## src/rtl/dlpe_pkg.sv

```systemverilog
// shared constants and types for the line program encoder
package dlpe_pkg;

   // field widths
   localparam int LINE_BITS = 24;
   localparam int FILE_BITS = 16;
   localparam int ADDR_BITS = 64;

   // leb128 sizing: unsigned file index, signed line delta one bit wider than a line
   localparam int ULEB_BYTES = (FILE_BITS + 6) / 7;
   localparam int ULEB_W = ULEB_BYTES * 7;
   localparam int SLEB_BITS = LINE_BITS + 1;
   localparam int SLEB_BYTES = (SLEB_BITS + 6) / 7;
   localparam int SLEB_W = SLEB_BYTES * 7;
   localparam int ULEB_LEN_W = $clog2(ULEB_BYTES + 1);
   localparam int SLEB_LEN_W = $clog2(SLEB_BYTES + 1);

   // byte stream sizing
   localparam int ADDR_BYTES = ADDR_BITS / 8;
   localparam int SET_ADDR_BYTES = ADDR_BYTES + 3;
   localparam int END_SEQ_BYTES = 3;
   localparam int MAX_BYTES = SET_ADDR_BYTES + ULEB_BYTES + SLEB_BYTES + 4;
   localparam int FRAME_W = MAX_BYTES * 8;
   localparam int COUNT_W = $clog2(MAX_BYTES + 1);

   // item kinds
   typedef enum logic [1:0] {
      KIND_BEGIN = 2'd0,
      KIND_ROW   = 2'd1,
      KIND_END   = 2'd2
   } kind_type;

   // opcodes and extended opcode framing
   localparam logic [7:0] OP_EXTENDED       = 8'h00;
   localparam logic [7:0] OP_COPY           = 8'h01;
   localparam logic [7:0] OP_ADVANCE_LINE   = 8'h03;
   localparam logic [7:0] OP_SET_FILE       = 8'h04;
   localparam logic [7:0] OP_BODY_START     = 8'h0a;
   localparam logic [7:0] EXT_SET_ADDR_LEN  = 8'h09;
   localparam logic [7:0] EXT_SET_ADDRESS   = 8'h02;
   localparam logic [7:0] EXT_END_SEQ_LEN   = 8'h01;
   localparam logic [7:0] EXT_END_SEQUENCE  = 8'h01;

endpackage

```

## src/rtl/dwarf_line_program_encoder.sv

```systemverilog
// line program encoder: turns line-table rows into a dwarf v4 line program byte stream
//
// Each accepted item is encoded in full in the cycle it is taken and loaded into a
// byte frame register, which then shifts out one byte per cycle while rsp_ready is
// high on the rsp channel; rsp_last marks the final byte of an item. An end item has
// 14 bytes and a begin or row item 12 to 22, depending on whether the file and line
// change and on the leb128 lengths. The next item is taken in the same cycle as the
// previous item's last byte transfer, so a steady stream with rsp_ready held high runs
// at exactly one byte per cycle. An item of the unused kind 3 is taken and produces
// no bytes.
module dwarf_line_program_encoder (
   input  logic                            clock,
   input  logic                            reset,
   input  logic                            req_valid,
   output logic                            req_ready,
   input  logic [1:0]                      req_kind,
   input  logic [dlpe_pkg::ADDR_BITS-1:0]  req_address,
   input  logic                            req_has_location,
   input  logic [dlpe_pkg::FILE_BITS-1:0]  req_file_index,
   input  logic [dlpe_pkg::LINE_BITS-1:0]  req_line_number,
   output logic                            rsp_valid,
   input  logic                            rsp_ready,
   output logic [7:0]                      rsp_out_byte,
   output logic                            rsp_last
);

   // sequence state
   logic [dlpe_pkg::FILE_BITS-1:0] cur_file_ff, cur_file_in;
   logic [dlpe_pkg::LINE_BITS-1:0] cur_line_ff, cur_line_in;
   logic                           prologue_done_ff, prologue_done_in;

   // output frame
   logic [dlpe_pkg::FRAME_W-1:0]   frame_ff, frame_in;
   logic [dlpe_pkg::COUNT_W-1:0]   count_ff, count_in;

   // encoder signals
   logic                             req_xfer;
   logic                             rsp_xfer;
   logic                             emit_row;
   logic [dlpe_pkg::FILE_BITS-1:0]   base_file;
   logic [dlpe_pkg::LINE_BITS-1:0]   base_line;
   logic [dlpe_pkg::FILE_BITS-1:0]   file_eff;
   logic [dlpe_pkg::LINE_BITS-1:0]   line_eff;
   logic                             mark_prologue;
   logic                             file_chg;
   logic                             line_chg;
   logic [dlpe_pkg::ULEB_W-1:0]      file_ext;
   logic [dlpe_pkg::ULEB_BYTES*8-1:0] uleb_vec;
   logic [dlpe_pkg::ULEB_LEN_W-1:0]  uleb_len;
   logic [dlpe_pkg::SLEB_W-1:0]      delta;
   logic [dlpe_pkg::SLEB_BYTES*8-1:0] sleb_vec;
   logic [dlpe_pkg::SLEB_LEN_W-1:0]  sleb_len;
   logic [dlpe_pkg::SET_ADDR_BYTES*8-1:0] set_addr_vec;
   logic [dlpe_pkg::FRAME_W-1:0]     enc_frame;
   logic [dlpe_pkg::COUNT_W-1:0]     enc_count;

   // handshakes
   assign rsp_valid    = (count_ff != '0);
   assign rsp_out_byte = frame_ff[7:0];
   assign rsp_last     = (count_ff == dlpe_pkg::COUNT_W'(1));
   assign rsp_xfer     = rsp_valid && rsp_ready;
   assign req_ready    = !rsp_valid || (rsp_last && rsp_ready);
   assign req_xfer     = req_valid && req_ready;

   // per-kind selection of the row being encoded and the state it is measured against
   always_comb begin
      emit_row         = 1'b0;
      base_file        = cur_file_ff;
      base_line        = cur_line_ff;
      file_eff         = req_file_index;
      line_eff         = req_line_number;
      mark_prologue    = 1'b0;
      cur_file_in      = cur_file_ff;
      cur_line_in      = cur_line_ff;
      prologue_done_in = prologue_done_ff;
      unique case (req_kind)
         dlpe_pkg::KIND_BEGIN: begin
            emit_row         = 1'b1;
            base_file        = dlpe_pkg::FILE_BITS'(1);
            base_line        = dlpe_pkg::LINE_BITS'(1);
            cur_file_in      = file_eff;
            cur_line_in      = line_eff;
            prologue_done_in = 1'b0;
         end
         dlpe_pkg::KIND_ROW: begin
            emit_row = 1'b1;
            if (!req_has_location) begin
               file_eff = cur_file_ff;
               line_eff = '0;
            end
            mark_prologue    = !prologue_done_ff && (line_eff != '0);
            cur_file_in      = file_eff;
            cur_line_in      = line_eff;
            prologue_done_in = prologue_done_ff || mark_prologue;
         end
         default: begin
            emit_row = 1'b0;
         end
      endcase
   end

   assign file_chg = (file_eff != base_file);
   assign line_chg = (line_eff != base_line);

   // uleb128 of the file index, lowest group first
   always_comb begin
      file_ext = dlpe_pkg::ULEB_W'(file_eff);
      uleb_len = dlpe_pkg::ULEB_LEN_W'(1);
      uleb_vec = '0;
      for (int i = 0; i < dlpe_pkg::ULEB_BYTES; i++) begin
         uleb_vec[8*i +: 7] = file_ext[7*i +: 7];
         uleb_vec[8*i + 7]  = ((file_ext >> (7*(i+1))) != '0);
         if (uleb_vec[8*i + 7]) begin
            uleb_len = dlpe_pkg::ULEB_LEN_W'(i + 2);
         end
      end
   end

   // sleb128 of the line delta; a group ends the number when all bits above its sign agree
   always_comb begin
      delta    = dlpe_pkg::SLEB_W'(line_eff) - dlpe_pkg::SLEB_W'(base_line);
      sleb_len = dlpe_pkg::SLEB_LEN_W'(dlpe_pkg::SLEB_BYTES);
      sleb_vec = '0;
      for (int i = dlpe_pkg::SLEB_BYTES - 1; i >= 0; i--) begin
         if (((delta >> (7*i + 6)) == '0) ||
             ((delta >> (7*i + 6)) == ({dlpe_pkg::SLEB_W{1'b1}} >> (7*i + 6)))) begin
            sleb_len = dlpe_pkg::SLEB_LEN_W'(i + 1);
         end
      end
      for (int i = 0; i < dlpe_pkg::SLEB_BYTES; i++) begin
         if (i < int'(sleb_len)) begin
            sleb_vec[8*i +: 7] = delta[7*i +: 7];
            sleb_vec[8*i + 7]  = ((i + 1) < int'(sleb_len));
         end
      end
   end

   // set_address opcode with little-endian address
   assign set_addr_vec = {req_address, dlpe_pkg::EXT_SET_ADDRESS,
                          dlpe_pkg::EXT_SET_ADDR_LEN, dlpe_pkg::OP_EXTENDED};

   // pack the byte stream, built back to front, first byte in the low bits
   always_comb begin
      enc_frame = dlpe_pkg::FRAME_W'(dlpe_pkg::OP_COPY);
      enc_count = dlpe_pkg::COUNT_W'(1);
      if (mark_prologue) begin
         enc_frame = (enc_frame << 8) | dlpe_pkg::FRAME_W'(dlpe_pkg::OP_BODY_START);
         enc_count = enc_count + dlpe_pkg::COUNT_W'(1);
      end
      if (line_chg) begin
         enc_frame = (enc_frame << {sleb_len, 3'b000}) | dlpe_pkg::FRAME_W'(sleb_vec);
         enc_frame = (enc_frame << 8) | dlpe_pkg::FRAME_W'(dlpe_pkg::OP_ADVANCE_LINE);
         enc_count = enc_count + dlpe_pkg::COUNT_W'(sleb_len) + dlpe_pkg::COUNT_W'(1);
      end
      if (file_chg) begin
         enc_frame = (enc_frame << {uleb_len, 3'b000}) | dlpe_pkg::FRAME_W'(uleb_vec);
         enc_frame = (enc_frame << 8) | dlpe_pkg::FRAME_W'(dlpe_pkg::OP_SET_FILE);
         enc_count = enc_count + dlpe_pkg::COUNT_W'(uleb_len) + dlpe_pkg::COUNT_W'(1);
      end
      enc_frame = (enc_frame << (dlpe_pkg::SET_ADDR_BYTES * 8)) |
                  dlpe_pkg::FRAME_W'(set_addr_vec);
      enc_count = enc_count + dlpe_pkg::COUNT_W'(dlpe_pkg::SET_ADDR_BYTES);
      // end item and unused kind replace the row stream
      if (!emit_row) begin
         if (req_kind == dlpe_pkg::KIND_END) begin
            enc_frame = (dlpe_pkg::FRAME_W'({dlpe_pkg::EXT_END_SEQUENCE,
                                             dlpe_pkg::EXT_END_SEQ_LEN,
                                             dlpe_pkg::OP_EXTENDED})
                         << (dlpe_pkg::SET_ADDR_BYTES * 8)) |
                        dlpe_pkg::FRAME_W'(set_addr_vec);
            enc_count = dlpe_pkg::COUNT_W'(dlpe_pkg::SET_ADDR_BYTES +
                                           dlpe_pkg::END_SEQ_BYTES);
         end else begin
            enc_count = '0;
         end
      end
   end

   // frame load on input transfer, shift on output transfer
   always_comb begin
      frame_in = frame_ff;
      count_in = count_ff;
      priority if (req_xfer) begin
         frame_in = enc_frame;
         count_in = enc_count;
      end else if (rsp_xfer) begin
         frame_in = frame_ff >> 8;
         count_in = count_ff - dlpe_pkg::COUNT_W'(1);
      end
   end

   // control and state registers
   always_ff @(posedge clock) begin
      if (reset) begin
         count_ff         <= '0;
         cur_file_ff      <= dlpe_pkg::FILE_BITS'(1);
         cur_line_ff      <= dlpe_pkg::LINE_BITS'(1);
         prologue_done_ff <= 1'b0;
      end else begin
         count_ff <= count_in;
         if (req_xfer) begin
            cur_file_ff      <= cur_file_in;
            cur_line_ff      <= cur_line_in;
            prologue_done_ff <= prologue_done_in;
         end
      end
   end

   // payload register
   always_ff @(posedge clock) begin
      frame_ff <= frame_in;
   end

endmodule

```

## config.mk

```make
export PLATFORM = sky130hd
export DESIGN_NAME = dwarf_line_program_encoder
export DESIGN_NICKNAME = d
export VERILOG_FILES = /design/src/rtl/dlpe_pkg.sv /design/src/rtl/dwarf_line_program_encoder.sv
export SDC_FILE = /design/constraint.sdc
export NUM_CORES = 1
export LEC_CHECK = 0
export BUFFER_PORTS_ARGS = -buffer_cell sky130_fd_sc_hd__clkbuf_2
export CORE_MARGIN = 3
export CORE_UTILIZATION = 60
export CTS_CLUSTER_SIZE = 12
export DETAILED_ROUTE_END_ITERATION = 12
export GPL_ROUTABILITY_DRIVEN = 1
export GPL_TIMING_DRIVEN = 0
export PLACE_DENSITY = 0.8
export REMOVE_ABC_BUFFERS = 1
export SYNTH_ARGS = -nofsm -noshare
export SYNTH_HDL_FRONTEND = slang
export SYNTH_SLANG_ARGS = --single-unit
```

## constraint.sdc

```tcl
create_clock -name clock -period 27.4 [get_ports clock]
set_clock_uncertainty 0.2 [all_clocks]
set_input_delay 5.48 -clock clock [delete_from_list [all_inputs] [get_ports clock]]
set_output_delay 5.48 -clock clock [all_outputs]
set_load 0.01 [all_outputs]
```

# Yosys cells after proc, flatten, opt, wreduce, memory -nomap -nowiden

Cells that the tools add are included.

Register bits after elaboration: 222
Input bits: 111
Output and inout port bits: 11
Word-level logic and storage cells: 88

Add/sub/neg operators: 7
Magnitude comparators: 5
Eq/ne operators: 8
Shift operators: 2
Muxes and demuxes: 35
Bitwise operators: 3
Reduce and logical (&&, ||, !) cells: 23

Operator list:

| cell                                                           | count |
|---|---|
| 176-bit two-way mux                                            | 5 |
| 176-bit by 88-bit bitwise OR with 176-bit output               | 1 |
| 176-bit by 5-bit left shift with 80-bit output                 | 1 |
| 168-bit by 32-bit bitwise OR with 168-bit output               | 1 |
| 9-bit by 6-bit left shift with 168-bit output                  | 1 |
| 24-bit two-way mux                                             | 4 |
| 88-bit two-way mux                                             | 1 |
| 28-bit zero test                                               | 3 |
| 80-bit by 18-bit bitwise OR with 80-bit output                 | 1 |
| 16-bit two-way mux                                             | 3 |
| 24-bit one-hot mux with 2 select lines                         | 1 |
| 21-bit nonzero test                                            | 2 |
| 8-bit two-way mux                                              | 4 |
| 16-bit one-hot mux with 2 select lines                         | 1 |
| 5-bit two-way mux                                              | 5 |
| 24-bit by 24-bit subtractor with 25-bit output                 | 1 |
| 24-bit inequality test                                         | 1 |
| 24-bit nonzero test                                            | 1 |
| 22-bit == test (second input constant)                         | 1 |
| 16-bit inequality test                                         | 1 |
| 15-bit == test (second input constant)                         | 1 |
| 5-bit by 1-bit adder with 5-bit output (second input constant) | 2 |
| 3-bit two-way mux                                              | 3 |
| 9-bit two-way mux                                              | 1 |
| other kinds (23)                                               | 37 |

# Longest topological paths before layout

Depth after elaboration: 20
Gate-level depth with buffers: 34
Depth with buffers taken out: 28

# Least setup slack after synthesis

Ideal clock, no wire load.

Path kind: in2reg
Start point: in req_kind[1]
End point: reg count_ff[1] (netlist name)
Setup time: 0.065 ns
Arrival time: 12.173 ns
Data required time: 27.135 ns
Path slack: 14.962 ns
Stages: 33
Path buffers: 6
Cells stage by stage: clkbuf_1 nand2b_1 or2_2 clkbuf_1 buf_1 clkbuf_1 nand2_1 ha_1 inv_1 fa_1 a21o_1 a221o_1 nand3_1 a2111oi_2 o31a_1 or4_1 nor4_4 or2_1 buf_2 buf_4 a21o_1 ha_1 o21bai_1 ha_1 fa_1 nand2_1 o21ai_0 ha_1 mux2i_1 nor2_1 a211oi_1 a21oi_1 nor2_1

Cells in the longest elaborated chain, start to end: 17
Elaborated cells between the ends (all ways): 40
Those cells by class: add/sub (6); eq/ne (7); mux (17); reduce/logical (10)

Ends and longest elaborated chain:

| element                                                                            | RTL line                                                             | source |
|---|---|---|
| start: declaration                                                                 | dwarf_line_program_encoder.sv:16                                     | `input logic [1:0] req_kind,` |
| 2-bit by 1-bit == test with 1-bit output / 2-bit zero test (equally long branches) | dwarf_line_program_encoder.sv:76                                     | `unique case (req_kind)` |
| 24-bit two-way mux                                                                 | dwarf_line_program_encoder.sv:76                                     |  |
| 24-bit by 24-bit subtractor with 25-bit output                                     | dwarf_line_program_encoder.sv:121                                    | `delta = dlpe_pkg::SLEB_W'(line_eff) - dlpe_pkg::SLEB_W'(base_line);` |
| 28-bit zero test / 8-bit == test (equally long branches)                           | dwarf_line_program_encoder.sv:125, dwarf_line_program_encoder.sv:126 |  |
| 1-bit logical OR                                                                   | dwarf_line_program_encoder.sv:125                                    | `if (((delta >> (7*i + 6)) == '0) \|\|` |
| 3-bit two-way mux (3 in series)                                                    | dwarf_line_program_encoder.sv:125                                    |  |
| 5-bit by 3-bit adder with 5-bit output                                             | dwarf_line_program_encoder.sv:153                                    | `enc_count = enc_count + dlpe_pkg::COUNT_W'(sleb_len) + dlpe_pkg::COUNT_W'(1);` |
| 5-bit by 1-bit adder with 5-bit output                                             | dwarf_line_program_encoder.sv:153                                    |  |
| 5-bit two-way mux                                                                  | dwarf_line_program_encoder.sv:150                                    | `if (line_chg) begin` |
| 5-bit by 2-bit adder with 5-bit output                                             | dwarf_line_program_encoder.sv:158                                    | `enc_count = enc_count + dlpe_pkg::COUNT_W'(uleb_len) + dlpe_pkg::COUNT_W'(1);` |
| 5-bit by 1-bit adder with 5-bit output                                             | dwarf_line_program_encoder.sv:158                                    |  |
| 5-bit two-way mux                                                                  | dwarf_line_program_encoder.sv:155                                    | `if (file_chg) begin` |
| 5-bit by 4-bit adder with 5-bit output                                             | dwarf_line_program_encoder.sv:162                                    | `enc_count = enc_count + dlpe_pkg::COUNT_W'(dlpe_pkg::SET_ADDR_BYTES);` |
| 5-bit two-way mux *                                                                | dwarf_line_program_encoder.sv:164                                    | `if (!emit_row) begin` |
| 5-bit two-way mux *                                                                | dwarf_line_program_encoder.sv:183                                    | `priority if (req_xfer) begin` |
| end signal: assignment                                                             | dwarf_line_program_encoder.sv:200                                    | `count_ff <= count_in;` |
| end: declaration                                                                   | dwarf_line_program_encoder.sv:34                                     | `logic [dlpe_pkg::COUNT_W-1:0] count_ff, count_in;` |

Mark *: on every way between the ends. The rest lies on a longest branch, timed or not.
A chain may end at the register's enable or synchronous reset.

# Worst setup path in the final report

Ends and elaborated chain as after synthesis.

==> flow_metrics.tcl <==
set metrics [dict create \
    crit_end "count_ff[1]" \
    hp-class "reg -> reg" \
    synth_top_area_share_pct 37.98 \
    drt_iter0_drc 1222 \
    r2r-start "cur_line_ff[13]" \
    synth-edff-count 162 \
    ys_seq_area_share_pct 45.17 \
    routed_wl_um 34800 \
    tns_ns 0 \
    grt_setup_unrepaired "false" \
    crit_slowest_cell "or4_1" \
    clock_latency_ns 0.53 \
    critical_path.max_fanout 47 \
    cts_hold_buf 0 \
    grt_pass1_wl_um 55740 \
    cts_setup_buffers 0 \
    arrival_ns 13.23 \
    antenna_found_initial 1 \
    ir_worst_vdd_v 0.00005500 \
    fmax_mhz 77.03 \
    switching_power_uw 509.4 \
    critPathMaxStageDelay_ns 0.69 \
    ys_ff_latch 208 \
    netlist_instances 1423 \
    post-route-period-util_pct 47.38 \
    multi_input_area_mm2 0.006450 \
    crit_path_start "req_kind[1]" \
    drt_first_pass_iters 6 \
    hold_violations 0 \
    stdcell_area_mm2 0.01416 \
    postSynth.asyncResetShare_pct 0 \
    power_leakage_uw 0.005723 \
    pwr-share-comb_pct 36.9 \
    regToRegEndpoint "count_ff[1]" \
    power_density_mw_per_mm2 101.6 \
    place.gp.congestion 0.9725 \
    syn_area_mm2 0.01281 \
    p_seq_share_pct 41.6 \
    drive_above_1_share_pct 13.85 \
    worst_slew_pin_slew_ns 1.305 \
    place_area_mm2 0.01342 \
    yosys.cell_types.count 97 \
    syn_avg_cell_area_um2 9.001 \
    drc 0 \
    crit_top_cell "ha_1" \
    status "complete, no violations" \
    drv_cap 0 \
    htreeDepth 1 \
    dp_hpwl_um 24160 \
    grt_max_degree 88 \
    cts_buffers 23 \
    nFillCells 1683 \
    num_vias 11190 \
    ios 122 \
    ant_nets 0 \
    synthTopCellsByArea "edfxtp_1 38%, nand2_1 11%, dfxtp_1 7.2%" \
    worst_r2r_path_depth 23 \
    rows 52 \
    finalNonFillerCells 1766 \
    cts_buffer_depth 3 \
    slew_viol_final 0 \
    final_common_cell "nand2_1" \
    max_slew_margin_pct 12.25 \
    end_kind "flip-flop" \
    die_w_um 152.1 \
    grt_remaining_overflow 0 \
    nets 1628 \
    path_class "in -> reg" \
    postCtsResizedCells 0 \
    cts_sinks 208 \
    cp-start-kind "input port" \
    via_per_inst 6.335 \
    wl_per_cell_um 19.70 \
    cts.clk_slew.worst_paths_ns 0.06 \
    tritoncts "yes" \
    initial_core_util_pct 62.10 \
    die_area_mm2 0.02314 \
    mostFrequentLayoutCells "378 x nand2_1, 162 x edfxtp_1, 121 x clkbuf_2" \
    cp.required_ns 27.64 \
    internal-power_uw 928.8 \
    layout.area.seq_mm2 0.005786 \
    synthFlopType "edfxtp_1" \
    grt_pass1_vias 10420 \
    placed_cells_incl_taps 1725 \
    p_clk_share_pct 21.5 \
    power_switching_share_pct 35.42 \
    regToRegSetupSlack_ns 20.39 \
    finalSetupViolCount 0 \
    finish.utilization_pct 68.65 \
    gr-usage-all-layers_pct 29.05 \
    yosys.area.top_type "edfxtp_1" \
    core_mm2 0.02062 \
    die_h_um 152.1 \
    cts-root-buf "clkbuf_16" \
    area_growth_pct 10.55 \
    fin_crit_ns 12.98 \
    portBuffers 121 \
    yosysWarnings 0 \
]
## critical path, delay by kind of cell
kind	cells	cell delay, ns
buffers and inverters	1	0.21
AOI/OAI and AO/OA	6	1.15
muxes	1	0.15
adders and majority gates	5	1.87
and+or+nand+nor	13	4.35
## stage by stage
step	hold WS, ns	total power [uW]	setup WS (ns)
finish	0.2531	1438	14.42
global route	0.2715	1529	13.97
CTS	0.2553	1435	14.52
detailed placement	0.2469	1123	14.02
global placement	0.2374	1126	13.01
floorplan	0.2275	977.5	15.38
## registers in the layout, indices dropped and copies added (netlist names)
signal	count
count_ff	5
frame_ff	162
prologue_done_ff	1
cur_file_ff	16
cur_line_ff	24
## cells in the mapped netlist (all sizes together) (17+ instances only)
library cell / n
nand4: 18
edfxtp: 162
dfxtp: 46
buf: 32
nor3: 27
o21ai: 51
nand3: 17
nand2: 379
ha: 34
xnor2: 17
inv: 37
clkbuf: 63
a22o: 25
mux2i: 23
and2: 60
a21oi: 99
nor2: 66
## power groups by stage
stage               Clock, uW  Sequential (uW)  Combinational, uW
finish                    310              598                530
global route              327              612                591
CTS                       313              598                524
detailed placement          0              601                521
global placement            0              615                511
floorplan                   0              602                375
## cell type report
type	instances	share of cell area, %
clock inverters	10	0.9543
diodes	1	0.01767
well taps	270	2.386
inverters	38	1.043
flip-flops and latches	208	40.86
repair buffers	127	4.966
clock buffers	29	4.224
multi-input cells	1083	45.55
## worst min path at each step
| stage | startpoint | to | slack (ns) | cells past startpoint |
|---|---|---|---|---|
| 3_5_place_dp | cur_line_ff[8] | cur_line_ff[8] | 0.25 | 2 |
| 6_report | cur_line_ff[14] | cur_line_ff[14] | 0.25 | 2 |
| 2_1_floorplan | cur_line_ff[0] | cur_line_ff[0] | 0.23 | 1 |
| 3_3_place_gp | cur_line_ff[0] | cur_line_ff[0] | 0.24 | 1 |
| 5_1_grt | cur_line_ff[8] | cur_line_ff[8] | 0.27 | 2 |
| 4_1_cts | cur_line_ff[8] | cur_line_ff[8] | 0.26 | 2 |
## kinds of logic after synthesis
family                     count (synthesis)  share of synthesized area (%)
muxes                                     27                          2.149
and+or+nand+nor                          645                          23.33
AOI/OAI and AO/OA                        349                          19.25
xor gates and xnor gates                  24                          1.641
DFF                                      208                          45.17
other                                      1                        0.02928
adders and majority gates                 36                          3.634
buffers and inverters                    133                          4.796
## metal layers
layer,part of all wire (%),track usage (%)
met5,0,0
met4,2.9,8.176
met3,8.9,5.973
met2,46,46.49
met1,42,40.52
Power figures use the tool's default switching activity.
